===== src/rtl/gbs_pkg.sv =====
package gbs_pkg;

  // Store geometry
  localparam int MAX_BOXES = 256;
  localparam int IDX_W     = $clog2(MAX_BOXES);
  localparam int CNT_W     = IDX_W + 1;
  localparam int MAX_KEPT  = 64;
  localparam int KEPT_W    = 7;

  // Field widths
  localparam int COORD_W = 16;
  localparam int SCORE_W = 16;
  localparam int CLASS_W = 8;
  localparam int THR_W   = 16;
  localparam int CFG_W   = 16;
  localparam int OUT_IDX_W = 8;

  // Arithmetic widths of the overlap test
  localparam int EDGE_W  = COORD_W + 1;
  localparam int INTER_W = 2 * EDGE_W;
  localparam int AREA_W  = 2 * COORD_W;
  localparam int HALF_W  = INTER_W / 2;
  localparam int PART_W  = THR_W + HALF_W;
  localparam int PROD_W  = THR_W + INTER_W;

  // Configuration register indexes
  typedef enum logic [1:0] {
    CFG_IOU_THRESHOLD  = 2'd0,
    CFG_CLASS_AGNOSTIC = 2'd1,
    CFG_DET_LIMIT      = 2'd2
  } cfg_reg_t;

  typedef struct packed {
    logic [COORD_W-1:0] left;
    logic [COORD_W-1:0] top;
    logic [COORD_W-1:0] width;
    logic [COORD_W-1:0] height;
    logic [SCORE_W-1:0] score;
    logic [CLASS_W-1:0] cls;
  } box_t;

  // Datapath operations issued by the controller
  typedef enum logic [4:0] {
    OP_NONE,
    OP_LOAD,
    OP_SEL_INIT,
    OP_SEL_STEP,
    OP_KEEP,
    OP_SUP_INIT,
    OP_SUP_RD,
    OP_SUP_GEOM,
    OP_SUP_INTER,
    OP_SUP_AREA,
    OP_SUP_UNION,
    OP_SUP_PLO,
    OP_SUP_PHI,
    OP_SUP_DECIDE,
    OP_EMIT_PREV,
    OP_EMIT_LAST,
    OP_EMIT_NONE
  } op_t;

  typedef struct packed {
    op_t op;
  } cmd_t;

  typedef struct packed {
    logic scan_end;
    logic sel_done;
    logic found;
    logic pending;
    logic out_free;
    logic last_keep;
  } sts_t;

endpackage


===== src/rtl/gbs_controller.sv =====
module gbs_controller
  import gbs_pkg::*;
(
  input  logic clk,
  input  logic rst,
  input  logic box_valid,
  input  logic final_box,
  output logic box_stall,
  input  sts_t sts,
  output cmd_t cmd
);

  typedef enum logic [3:0] {
    S_IDLE,
    S_SEL_INIT,
    S_SEL,
    S_EMIT_PREV,
    S_KEEP,
    S_SUP_INIT,
    S_SUP_RD,
    S_SUP_GEOM,
    S_SUP_INTER,
    S_SUP_AREA,
    S_SUP_UNION,
    S_SUP_PLO,
    S_SUP_PHI,
    S_SUP_DECIDE,
    S_EMIT_LAST,
    S_EMIT_NONE
  } state_t;

  state_t state;
  state_t state_next;

  assign box_stall = state != S_IDLE;

  // Operation and next state
  always_comb begin
    cmd.op     = OP_NONE;
    state_next = state;
    unique case (state)
      S_IDLE: begin
        if (box_valid) begin
          cmd.op = OP_LOAD;
          if (final_box) begin
            state_next = S_SEL_INIT;
          end
        end
      end
      S_SEL_INIT: begin
        cmd.op     = OP_SEL_INIT;
        state_next = S_SEL;
      end
      S_SEL: begin
        cmd.op = OP_SEL_STEP;
        if (sts.sel_done) begin
          priority if (sts.found && sts.pending) begin
            state_next = S_EMIT_PREV;
          end else if (sts.found) begin
            state_next = S_KEEP;
          end else if (sts.pending) begin
            state_next = S_EMIT_LAST;
          end else begin
            state_next = S_EMIT_NONE;
          end
        end
      end
      S_EMIT_PREV: begin
        if (sts.out_free) begin
          cmd.op     = OP_EMIT_PREV;
          state_next = S_KEEP;
        end
      end
      S_KEEP: begin
        cmd.op     = OP_KEEP;
        state_next = sts.last_keep ? S_EMIT_LAST : S_SUP_INIT;
      end
      S_SUP_INIT: begin
        cmd.op     = OP_SUP_INIT;
        state_next = S_SUP_RD;
      end
      S_SUP_RD: begin
        if (sts.scan_end) begin
          state_next = S_SEL_INIT;
        end else begin
          cmd.op     = OP_SUP_RD;
          state_next = S_SUP_GEOM;
        end
      end
      S_SUP_GEOM: begin
        cmd.op     = OP_SUP_GEOM;
        state_next = S_SUP_INTER;
      end
      S_SUP_INTER: begin
        cmd.op     = OP_SUP_INTER;
        state_next = S_SUP_AREA;
      end
      S_SUP_AREA: begin
        cmd.op     = OP_SUP_AREA;
        state_next = S_SUP_UNION;
      end
      S_SUP_UNION: begin
        cmd.op     = OP_SUP_UNION;
        state_next = S_SUP_PLO;
      end
      S_SUP_PLO: begin
        cmd.op     = OP_SUP_PLO;
        state_next = S_SUP_PHI;
      end
      S_SUP_PHI: begin
        cmd.op     = OP_SUP_PHI;
        state_next = S_SUP_DECIDE;
      end
      S_SUP_DECIDE: begin
        cmd.op     = OP_SUP_DECIDE;
        state_next = S_SUP_RD;
      end
      S_EMIT_LAST: begin
        if (sts.out_free) begin
          cmd.op     = OP_EMIT_LAST;
          state_next = S_IDLE;
        end
      end
      S_EMIT_NONE: begin
        if (sts.out_free) begin
          cmd.op     = OP_EMIT_NONE;
          state_next = S_IDLE;
        end
      end
      default: state_next = S_IDLE;
    endcase
  end

  // State register
  always_ff @(posedge clk) begin
    if (rst) begin
      state <= S_IDLE;
    end else begin
      state <= state_next;
    end
  end

endmodule


===== config.mk =====
export PLATFORM = sky130hd
export DESIGN_NAME = gbs_controller
export DESIGN_NICKNAME = d
export VERILOG_FILES = /design/src/rtl/gbs_pkg.sv /design/src/rtl/gbs_controller.sv
export SDC_FILE = /design/constraint.sdc
export NUM_CORES = 1
export LEC_CHECK = 0
export BUFFER_PORTS_ARGS = -buffer_cell sky130_fd_sc_hd__buf_2
export CORE_MARGIN = 2
export CORE_UTILIZATION = 25
export CTS_CLUSTER_SIZE = 40
export DETAILED_ROUTE_END_ITERATION = 10
export HOLD_SLACK_MARGIN = 0.03
export PLACE_DENSITY = 0.53
export RECOVER_POWER = 50
export SLEW_MARGIN = 10
export SYNTH_ARGS = -nofsm -noshare
export SYNTH_HDL_FRONTEND = slang
export SYNTH_SLANG_ARGS = --single-unit

===== constraint.sdc =====
create_clock -name clk -period 4 [get_ports clk]
set_input_delay 0 -clock clk [delete_from_list [all_inputs] [get_ports clk]]
set_output_delay 0 -clock clk [all_outputs]
set_load 0.005 [all_outputs]

==> results_dict.tcl, run 1 <==
set metrics [dict create \
    place_ws_ns 2.21 \
    min_path_type "in -> reg" \
    synth_edf_count 0 \
    worst_slew_pin_slew_ns 0.687 \
    final_net_count 105 \
    top_layer "met4" \
    dp.cells 115 \
    yosysTopAreaCellShare_pct 14.0 \
    critPathLaunchType "register" \
    dieArea_um2 2690 \
    hold_viol_final 0 \
    vias 641 \
    vdd_drop_max_mv 0.139 \
    grt_pass1_vias 544 \
    path_clk_slew_ns 0.04 \
    drtIter0Drc 13 \
    syn_inst 80 \
    crit_path_end_kind "output pin" \
    hp-start "final_box" \
    p_sw_share_pct 48.0 \
    p_sw_uw 174 \
    seq_area_frac_synth_pct 14.0 \
    largestRegisters "state (4)" \
    critical_path_class "reg -> out" \
    synth.area.top_cells "dfxtp_1 14%, a21oi_1 7.9%, o21ai_0 7.9%" \
    die_h_um 51.8 \
    r2r_start "state[0]" \
    syn_area_per_cell_um2 7.15 \
    setup_viol 0 \
    cts_resized 0 \
    max-clock-path-buffers 2 \
    drt-met1-wl_um 667 \
    cts.sinks 4 \
    num_rows 17 \
    gr-total-overflow 0 \
    slowest_delay_ns 0.66 \
    cp_num_buf_inv 1 \
    p_int_uw 188 \
    clk_latency_ns 0.23 \
    drt-total-wl_um 1440 \
    numCtsBuffers 3 \
    port_buffers 15 \
    max_freq_ghz 0.542 \
    yosysWarnings 0 \
    path_max_fanout 19 \
    wl_met2_um 712 \
    largest_register_ffs 4 \
    p_comb_share_pct 54.6 \
    fin_skew_ns 0.00496 \
    htreeDepth 1 \
    cap_viol_max_count 0 \
    timing.rr.end "state[0]" \
    initial_core_util_pct 26.1 \
    worstPathRequired_ns 4.00 \
    antenna_left 0 \
    critPathTopFamily "flip-flops" \
    diodes 0 \
    top_register "state" \
    met3_length_um 47 \
    area_growth_pct 15.8 \
    io_pins 16 \
    seqPwrFrac_pct 31.7 \
    route.detailed.drc 0 \
    slew_violations 0 \
    grt_max_degree 23 \
    coreArea_um2 2190 \
    grt_use_total_pct 11.4 \
    synth_top_flop_cell "dfxtp_1" \
    syn_area_um2 572 \
    synth_top_family_by_area "compound AO/OA/AOI/OAI gates" \
    asyncSetResetFlopFracSynth_pct 0 \
    synth_compound_area_share_pct 33.0 \
    layout_setup_ws_ns 2.16 \
    grt_pass1_wl_um 2310 \
    reg2reg_depth 4 \
    p_per_area_nw_per_um2 547 \
    ys_ff_latch 4 \
    slowest_stage "dfxtp_1" \
    cp_cell_sequence "or3b_2 -> o21ai_0 -> a21oi_1 -> buf_2" \
    cp_data_arrival_time_ns 1.84 \
    min_delay_path_depth 4 \
    first_pass_iters 4 \
    status "completed" \
    dp_hpwl_um 1010 \
    cts_tree "built" \
    design_area_um2 662 \
    routedWlPerCell_um 12.1 \
    fin_crit_sh_pct 46.1 \
    gp_congestion 0.755 \
    synth_adder_area_share_pct 4.38 \
    rrSetupSlack_ns 2.19 \
    drive_gt1_share_pct 24.2 \
    grt_setup_unrepaired "false" \
    synthXorXnorAreaFrac_pct 0 \
    holdPathEnd "state[0]" \
    muxShareOfSynthArea_pct 5.69 \
    grt_antenna_before_repair 0 \
    synth_simple_gate_area_share_pct 33.0 \
    clkPwrFrac_pct 13.7 \
    fp.dieW_um 51.8 \
    p_leak_nw 0.236 \
    syn-num-nets 92 \
    cts_root_buf "clkbuf_4" \
    synth_top_area_cell "dfxtp_1" \
    final_cells 119 \
    slew_headroom_pct 54.2 \
    detailed_place.area_um2 641 \
    setup_tns_ns 0 \
    ys_types 35 \
    min_period_ns 1.84 \
    power_uw 362 \
    via_per_inst 5.39 \
]
[stage by stage]
stage | hold slack, ns | util (%)
2_1_floorplan | 0.0691 | -
3_3_place_gp | 0.253 | 29.2
3_5_place_dp | 0.248 | 29.2
4_1_cts | 0.194 | 30.7
5_1_grt | 0.206 | 30.2
6_report | 0.209 | 30.2
[power by group through the flow]
| stage | logic [mW] | clock network (mW) | registers (mW) |
|---|---|---|---|
| finish | 0.198 | 0.0496 | 0.115 |
| global route | 0.225 | 0.0562 | 0.122 |
| CTS | 0.213 | 0.0513 | 0.114 |
| detailed placement | 0.212 | 0 | 0.114 |
| global placement | 0.212 | 0 | 0.114 |
| floorplan | 0.212 | 0 | 0.0593 |
[worst register-to-register path: stages, from the launching register on]
cell and delay (ns):
dfxtp_1 0.74, mux2_2 0.43, o31ai_1 0.25, nand2_1 0.15, o2bb2ai_1 0.17
[timing repair]
action / 4_1_cts / 5_1_grt
hold buffers: 1 / 0
hold endpoints to repair: 2 / 0
setup buffers: 0 / 0
endpoints found under the setup margin: 0 / 0
[final cells by class]
type / count / area, um^2
Inverter: 4 / 15.0
Multi-Input combinational cell: 64 / 427
Sequential cell: 4 / 80.1
Timing Repair Buffer: 16 / 82.6
Fill cell: 240 / 1530
Clock buffer: 3 / 22.5
Tap cell: 28 / 35.0
[worst max-delay path by stage]
stage	to	depth (start not counted)	from	slack [ns]
after floorplan	state[3]	5	state[1]	2.65
after global placement	state[1]	4	state[0]	2.24
after detailed placement	state[0]	4	state[0]	2.21
after CTS	cmd[1]	4	state[1]	2.13
after global routing	state[1]	4	state[0]	2.00
final	cmd[1]	4	state[1]	2.16
[per-layer routing]
metal,vias to the layer above,GRT usage (%)
met5,-,0
met4,0,5.26
met3,2,3.45
met2,17,17.5
met1,299,14.3
li1,323,-
[cell usage after synthesis (all sizes together) (2+ instances only)]
cell    n
a21o    2
a21oi   9
a31oi   2
buf     8
dfxtp   4
ha      2
inv     4
mux2    2
nand2   4
nand2b  3
nand3b  2
nor2    3
nor3    4
nor4    4
o21ai   9
[layout by cell type (no fill, tap or decap), drive strengths merged, types with 3 or more instances in the layout]
cell / instances
nand2b: 3
buf: 13
nor3: 4
a21oi: 9
nor2: 3
nand2: 4
o21ai: 9
clkbuf: 5
dfxtp: 4
nor4: 4
inv: 4
[cells by family after synthesis]
family,Yosys count
AOI/OAI and AO/OA,29
adders and majority gates,2
buffers and inverters,12
DFF,4
muxes,3
and+or+nand+nor,30
Power figures use the tool's default switching activity.
==> run 2: changes to the inputs <==
==> constraint.sdc (replaced) <==
create_clock -name clk -period 1.9 [get_ports clk]
set_input_delay 0 -clock clk [delete_from_list [all_inputs] [get_ports clk]]
set_output_delay 0 -clock clk [all_outputs]
set_load 0.005 [all_outputs]
==> run 2 against run 1 <==
- non-clock buffer count increased by 6
- critical path depth did not move
- sequential power is 48% higher
- worst setup slack lost 1.9 ns
- clock skew is 0.0029 ns lower
- sequential share of layout area is 0.75 points lower
==> results_dict.tcl, run 2 (synthesis results as in run 1) <==
set metrics [dict create \
    route.detailed.drc 0 \
    area_growth_pct 23.4 \
    dp_hpwl_um 1150 \
    antenna_left 0 \
    gr-total-overflow 0 \
    grt_max_degree 19 \
    grt_pass1_wl_um 2440 \
    gp_congestion 0.818 \
    slew_violations 0 \
    fin_crit_sh_pct 88.5 \
    via_per_inst 5.29 \
    design_area_um2 706 \
    hold_viol_final 0 \
    worstPathRequired_ns 1.90 \
    coreArea_um2 2190 \
    slowest_stage "or3b_2" \
    dieArea_um2 2690 \
    vdd_drop_max_mv 0.401 \
    max-clock-path-buffers 2 \
    drive_gt1_share_pct 29.9 \
    path_max_fanout 11 \
    cp_data_arrival_time_ns 1.68 \
    vias 661 \
    critPathTopFamily "simple AND/OR/NAND/NOR gates" \
    largest_register_ffs 4 \
    port_buffers 15 \
    cts.sinks 4 \
    cts_tree "built" \
    htreeDepth 1 \
    path_clk_slew_ns 0.04 \
    num_rows 17 \
    diodes 0 \
    detailed_place.area_um2 686 \
    p_leak_nw 0.272 \
    setup_tns_ns 0 \
    layout_setup_ws_ns 0.218 \
    crit_path_end_kind "output pin" \
    slew_headroom_pct 64.2 \
    first_pass_iters 4 \
    die_h_um 51.8 \
    largestRegisters "state (4)" \
    drtIter0Drc 16 \
    post-cts-setup-buffers 0 \
    clk_latency_ns 0.24 \
    initial_core_util_pct 26.1 \
    status "completed" \
    cts_root_buf "clkbuf_4" \
    cts_hold_buffers 1 \
    place_ws_ns 0.364 \
    worst_slew_pin_slew_ns 0.536 \
    cts_resized 0 \
    cp_cell_sequence "or3b_2 -> o21ai_0 -> a21oi_1 -> buf_2" \
    slowest_delay_ns 0.51 \
    drt-total-wl_um 1500 \
    critPathLaunchType "register" \
    cp_num_buf_inv 1 \
    critical_path_class "reg -> out" \
    cap_viol_max_count 0 \
    grt_setup_unrepaired "false" \
    final_common_cell "buf_2" \
    grt_pass1_vias 551 \
    max_freq_ghz 0.595 \
    fin_skew_ns 0.00203 \
    mostFrequentLayoutCells "15 x buf_2, 9 x o21ai_0, 9 x a21oi_1" \
    final_net_count 111 \
    routedWlPerCell_um 12.0 \
    grt_use_total_pct 12.0 \
    io_pins 16 \
    grt_antenna_before_repair 0 \
    fp.dieW_um 51.8 \
    numCtsBuffers 3 \
    power_uw 815 \
    p_per_area_nw_per_um2 1150 \
    setup_viol 0 \
    top_register "state" \
    min_period_ns 1.68 \
    min_path_type "in -> reg" \
]
## run 2: changes by cell type in the layout (fill, tap and decap cells not counted)
cell,before,now
and2_0,0,1
buf_4,0,5
clkbuf_1,2,1
buf_2,13,15
and2_1,1,0
## run 2: worst paths after layout
check            start        to  slack, ns  cells past startpoint
max reg2reg   state[1]  state[1]       0.25                      5
max           state[1]    cmd[1]       0.22                      4
min          final_box  state[0]       0.20                      4
min reg2reg   state[0]  state[1]       0.69                      2
## run 2: layer usage
metal	vias up	part of all wire, %	GRT usage (%)	routed length (um)
met4	0	1.1	5.26	16
li1	337	-	-	-
met3	2	3.7	2.87	56
met1	307	48	15.0	717
met5	-	0	0	0
met2	15	47	19.2	714
## run 2: cell type report
type / count / area [um^2]
clock buffers: 3 / 22.5
fillers: 244 / 1490
inverters: 4 / 15.0
multi-input cells: 64 / 427
flip-flops and latches: 4 / 80.1
well taps: 28 / 35.0
repair buffers: 22 / 126
## run 2: where the power goes
part,internal (mW),leakage (nW),switching (mW)
combinational,0.254,0.225,0.282
sequential,0.111,0.0326,0.0588
clock,0.0709,0.0138,0.0375
total,0.436,0.272,0.378
## run 2: worst register-to-register path, delay by kind of cell, from the launching register on
family	cells	cell delay [ns]
and+or+nand+nor	2	0.52
AOI/OAI and AO/OA	1	0.15
muxes	1	0.08
DFF	1	0.50
buffers and inverters	1	0.33
## run 2: per-stage QoR
stage / cells / utilization (%) / hold WS (ns)
finish: 125 / 32.2 / 0.196
global route: 125 / 32.2 / 0.247
CTS: 125 / 32.8 / 0.193
detailed placement: 121 / 31.3 / 0.250
global placement: 121 / 31.3 / 0.250
floorplan: 80 / - / 0.0691
==> run 3: changes to the inputs <==
--- a/config.mk
+++ b/config.mk
@@ -5,13 +5,16 @@
 export SDC_FILE = /design/constraint.sdc
 export NUM_CORES = 1
 export LEC_CHECK = 0
+export ABC_AREA = 1
 export BUFFER_PORTS_ARGS = -buffer_cell sky130_fd_sc_hd__buf_2
+export CELL_PAD_IN_SITES_DETAIL_PLACEMENT = 1
+export CELL_PAD_IN_SITES_GLOBAL_PLACEMENT = 2
 export CORE_MARGIN = 2
-export CORE_UTILIZATION = 25
+export CORE_UTILIZATION = 24
 export CTS_CLUSTER_SIZE = 40
 export DETAILED_ROUTE_END_ITERATION = 10
 export HOLD_SLACK_MARGIN = 0.03
-export PLACE_DENSITY = 0.53
+export PLACE_DENSITY = 0.85
 export RECOVER_POWER = 50
 export SLEW_MARGIN = 10
 export SYNTH_ARGS = -nofsm -noshare
==> run 3 against run 2 <==
- sequential power shrank 4%
- largest power group unchanged
- area after synthesis shrank 2.2%
- highest routed layer unchanged
- non-clock buffer count shrank 6
- critical endpoint is now cmd[0]
==> results_dict.tcl, run 3 <==
set metrics [dict create \
    via_per_inst 4.77 \
    dp_hpwl_um 1430 \
    p_leak_nw 0.371 \
    routedWlPerCell_um 11.9 \
    design_area_um2 691 \
    gp_congestion 0.838 \
    yosysWarnings 0 \
    synth_top_area_cell "nand2_1" \
    syn_area_per_cell_um2 5.59 \
    ys_types 18 \
    drt-total-wl_um 1730 \
    path_clk_slew_ns 0.04 \
    io_pins 16 \
    cts_root_buf "clkbuf_4" \
    route.detailed.drc 0 \
    num_rows 17 \
    max_freq_ghz 0.634 \
    initial_core_util_pct 25.3 \
    grt_pass1_vias 678 \
    gr-total-overflow 0 \
    hold_slack_ns 0.151 \
    antenna_left 0 \
    dieArea_um2 2730 \
    cts_resized 0 \
    coreArea_um2 2210 \
    detailed_place.area_um2 662 \
    post-cts-setup-buffers 0 \
    status "completed" \
    crit_path_end_kind "output pin" \
    asyncSetResetFlopFracSynth_pct 0 \
    synth.area.top_cells "nand2_1 18%, dfxtp_1 14%, nand3_1 12%" \
    numCtsBuffers 3 \
    setup_viol 0 \
    final_common_cell "nand2_1" \
    setup_tns_ns 0 \
    min_period_ns 1.58 \
    grt_pass1_wl_um 3040 \
    synth_edf_count 0 \
    first_pass_iters 4 \
    final_net_count 132 \
    yosysTopAreaCellShare_pct 18.1 \
    grt_use_total_pct 15.0 \
    fin_skew_ns 0.00271 \
    cp_data_arrival_time_ns 1.58 \
    min_path_type "in -> reg" \
    slew_violations 0 \
    cts.sinks 4 \
    syn_area_um2 559 \
    syn_inst 100 \
    hold_viol_final 0 \
    vias 696 \
    slew_headroom_pct 74.5 \
    diodes 0 \
    power_uw 799 \
    path_max_fanout 6 \
    cts_tree "built" \
    layout_setup_ws_ns 0.322 \
    p_per_area_nw_per_um2 1160 \
    die_h_um 52.3 \
    fin_crit_sh_pct 83.1 \
    seq_area_frac_synth_pct 14.3 \
    cap_viol_max_count 0 \
    drtIter0Drc 12 \
    htreeDepth 1 \
    vdd_drop_max_mv 0.559 \
    clk_latency_ns 0.24 \
    critPathLaunchType "register" \
    port_buffers 15 \
    fp.dieW_um 52.3 \
    largestRegisters "state (4)" \
    synth.most_common_cell "nand2_1" \
    mostFrequentLayoutCells "27 x nand2_1, 15 x nor2_1, 14 x buf_2" \
    largest_register_ffs 4 \
    critical_path_class "reg -> out" \
    top_register "state" \
    worstPathRequired_ns 1.90 \
    syn-num-nets 112 \
    ys_ff_latch 4 \
    grt_antenna_before_repair 0 \
    synth_common_cells "27 x nand2_1, 14 x nor2_1, 13 x nand3_1" \
    fillers 315 \
    grt_setup_unrepaired "false" \
    grt_max_degree 10 \
    max-clock-path-buffers 2 \
    place_ws_ns 0.516 \
    worst_slew_pin_slew_ns 0.380 \
    drive_gt1_share_pct 28.8 \
    cts_hold_buffers 1 \
    synth_top_flop_cell "dfxtp_1" \
    area_growth_pct 23.5 \
]
-- run 3: critical path, cell delays in order, from the launching register on --
cell	delay [ns]
dfxtp_1	0.50
inv_2	0.06
nor2_1	0.29
inv_1	0.10
a21oi_1	0.13
nor2_1	0.06
nand4_1	0.07
buf_2	0.11
-- run 3: metal layers --
metal / part of all wire, % / GRT usage [%] / wire length (um) / vias to the layer above
met5: 0 / 0 / 0 / -
met4: 0.63 / 3.85 / 11 / 0
met3: 3.6 / 3.43 / 62 / 2
met2: 46 / 23.0 / 794 / 14
met1: 50 / 21.0 / 865 / 316
li1: - / - / - / 364
-- run 3: final timing paths --
path	startpoint	to	slack [ns]	cells past startpoint
setup reg to reg	state[3]	state[2]	0.45	8
hold reg to reg	state[3]	state[3]	0.63	2
hold / removal	sts[4]	state[1]	0.15	4
setup / recovery	state[3]	cmd[0]	0.32	7
-- run 3: report_power, final --
group,switching [mW],internal (mW),leakage [nW]
Combinational,0.335,0.191,0.325
Clock,0.0377,0.0708,0.0138
Sequential,0.0538,0.111,0.0327
Total,0.427,0.373,0.371
-- run 3: logic make-up (layout without fill, tap and decap cells) --
group,Yosys count,in the layout,synth area share [%]
fa+ha+maj,2,2,4.47
buf+inv,16,34,11.4
compound gates,9,9,10.7
flops,4,4,14.3
simple gates,69,69,59.1
-- run 3: cell type report --
class / count / area [um^2] / share of cell area [%]
inverter: 15 / 56.3 / 8.15
tap: 28 / 35.0 / 5.07
timing repair buffer: 16 / 83.8 / 12.1
clock buffer: 3 / 22.5 / 3.26
multi-input combinational: 80 / 413 / 59.8
sequential: 4 / 80.1 / 11.6
-- run 3: stage by stage --
stage | std cells | util [%]
after floorplan | 100 | -
after global placement | 142 | 29.9
after detailed placement | 142 | 29.9
after CTS | 146 | 31.4
after global routing | 146 | 31.2
final | 146 | 31.2
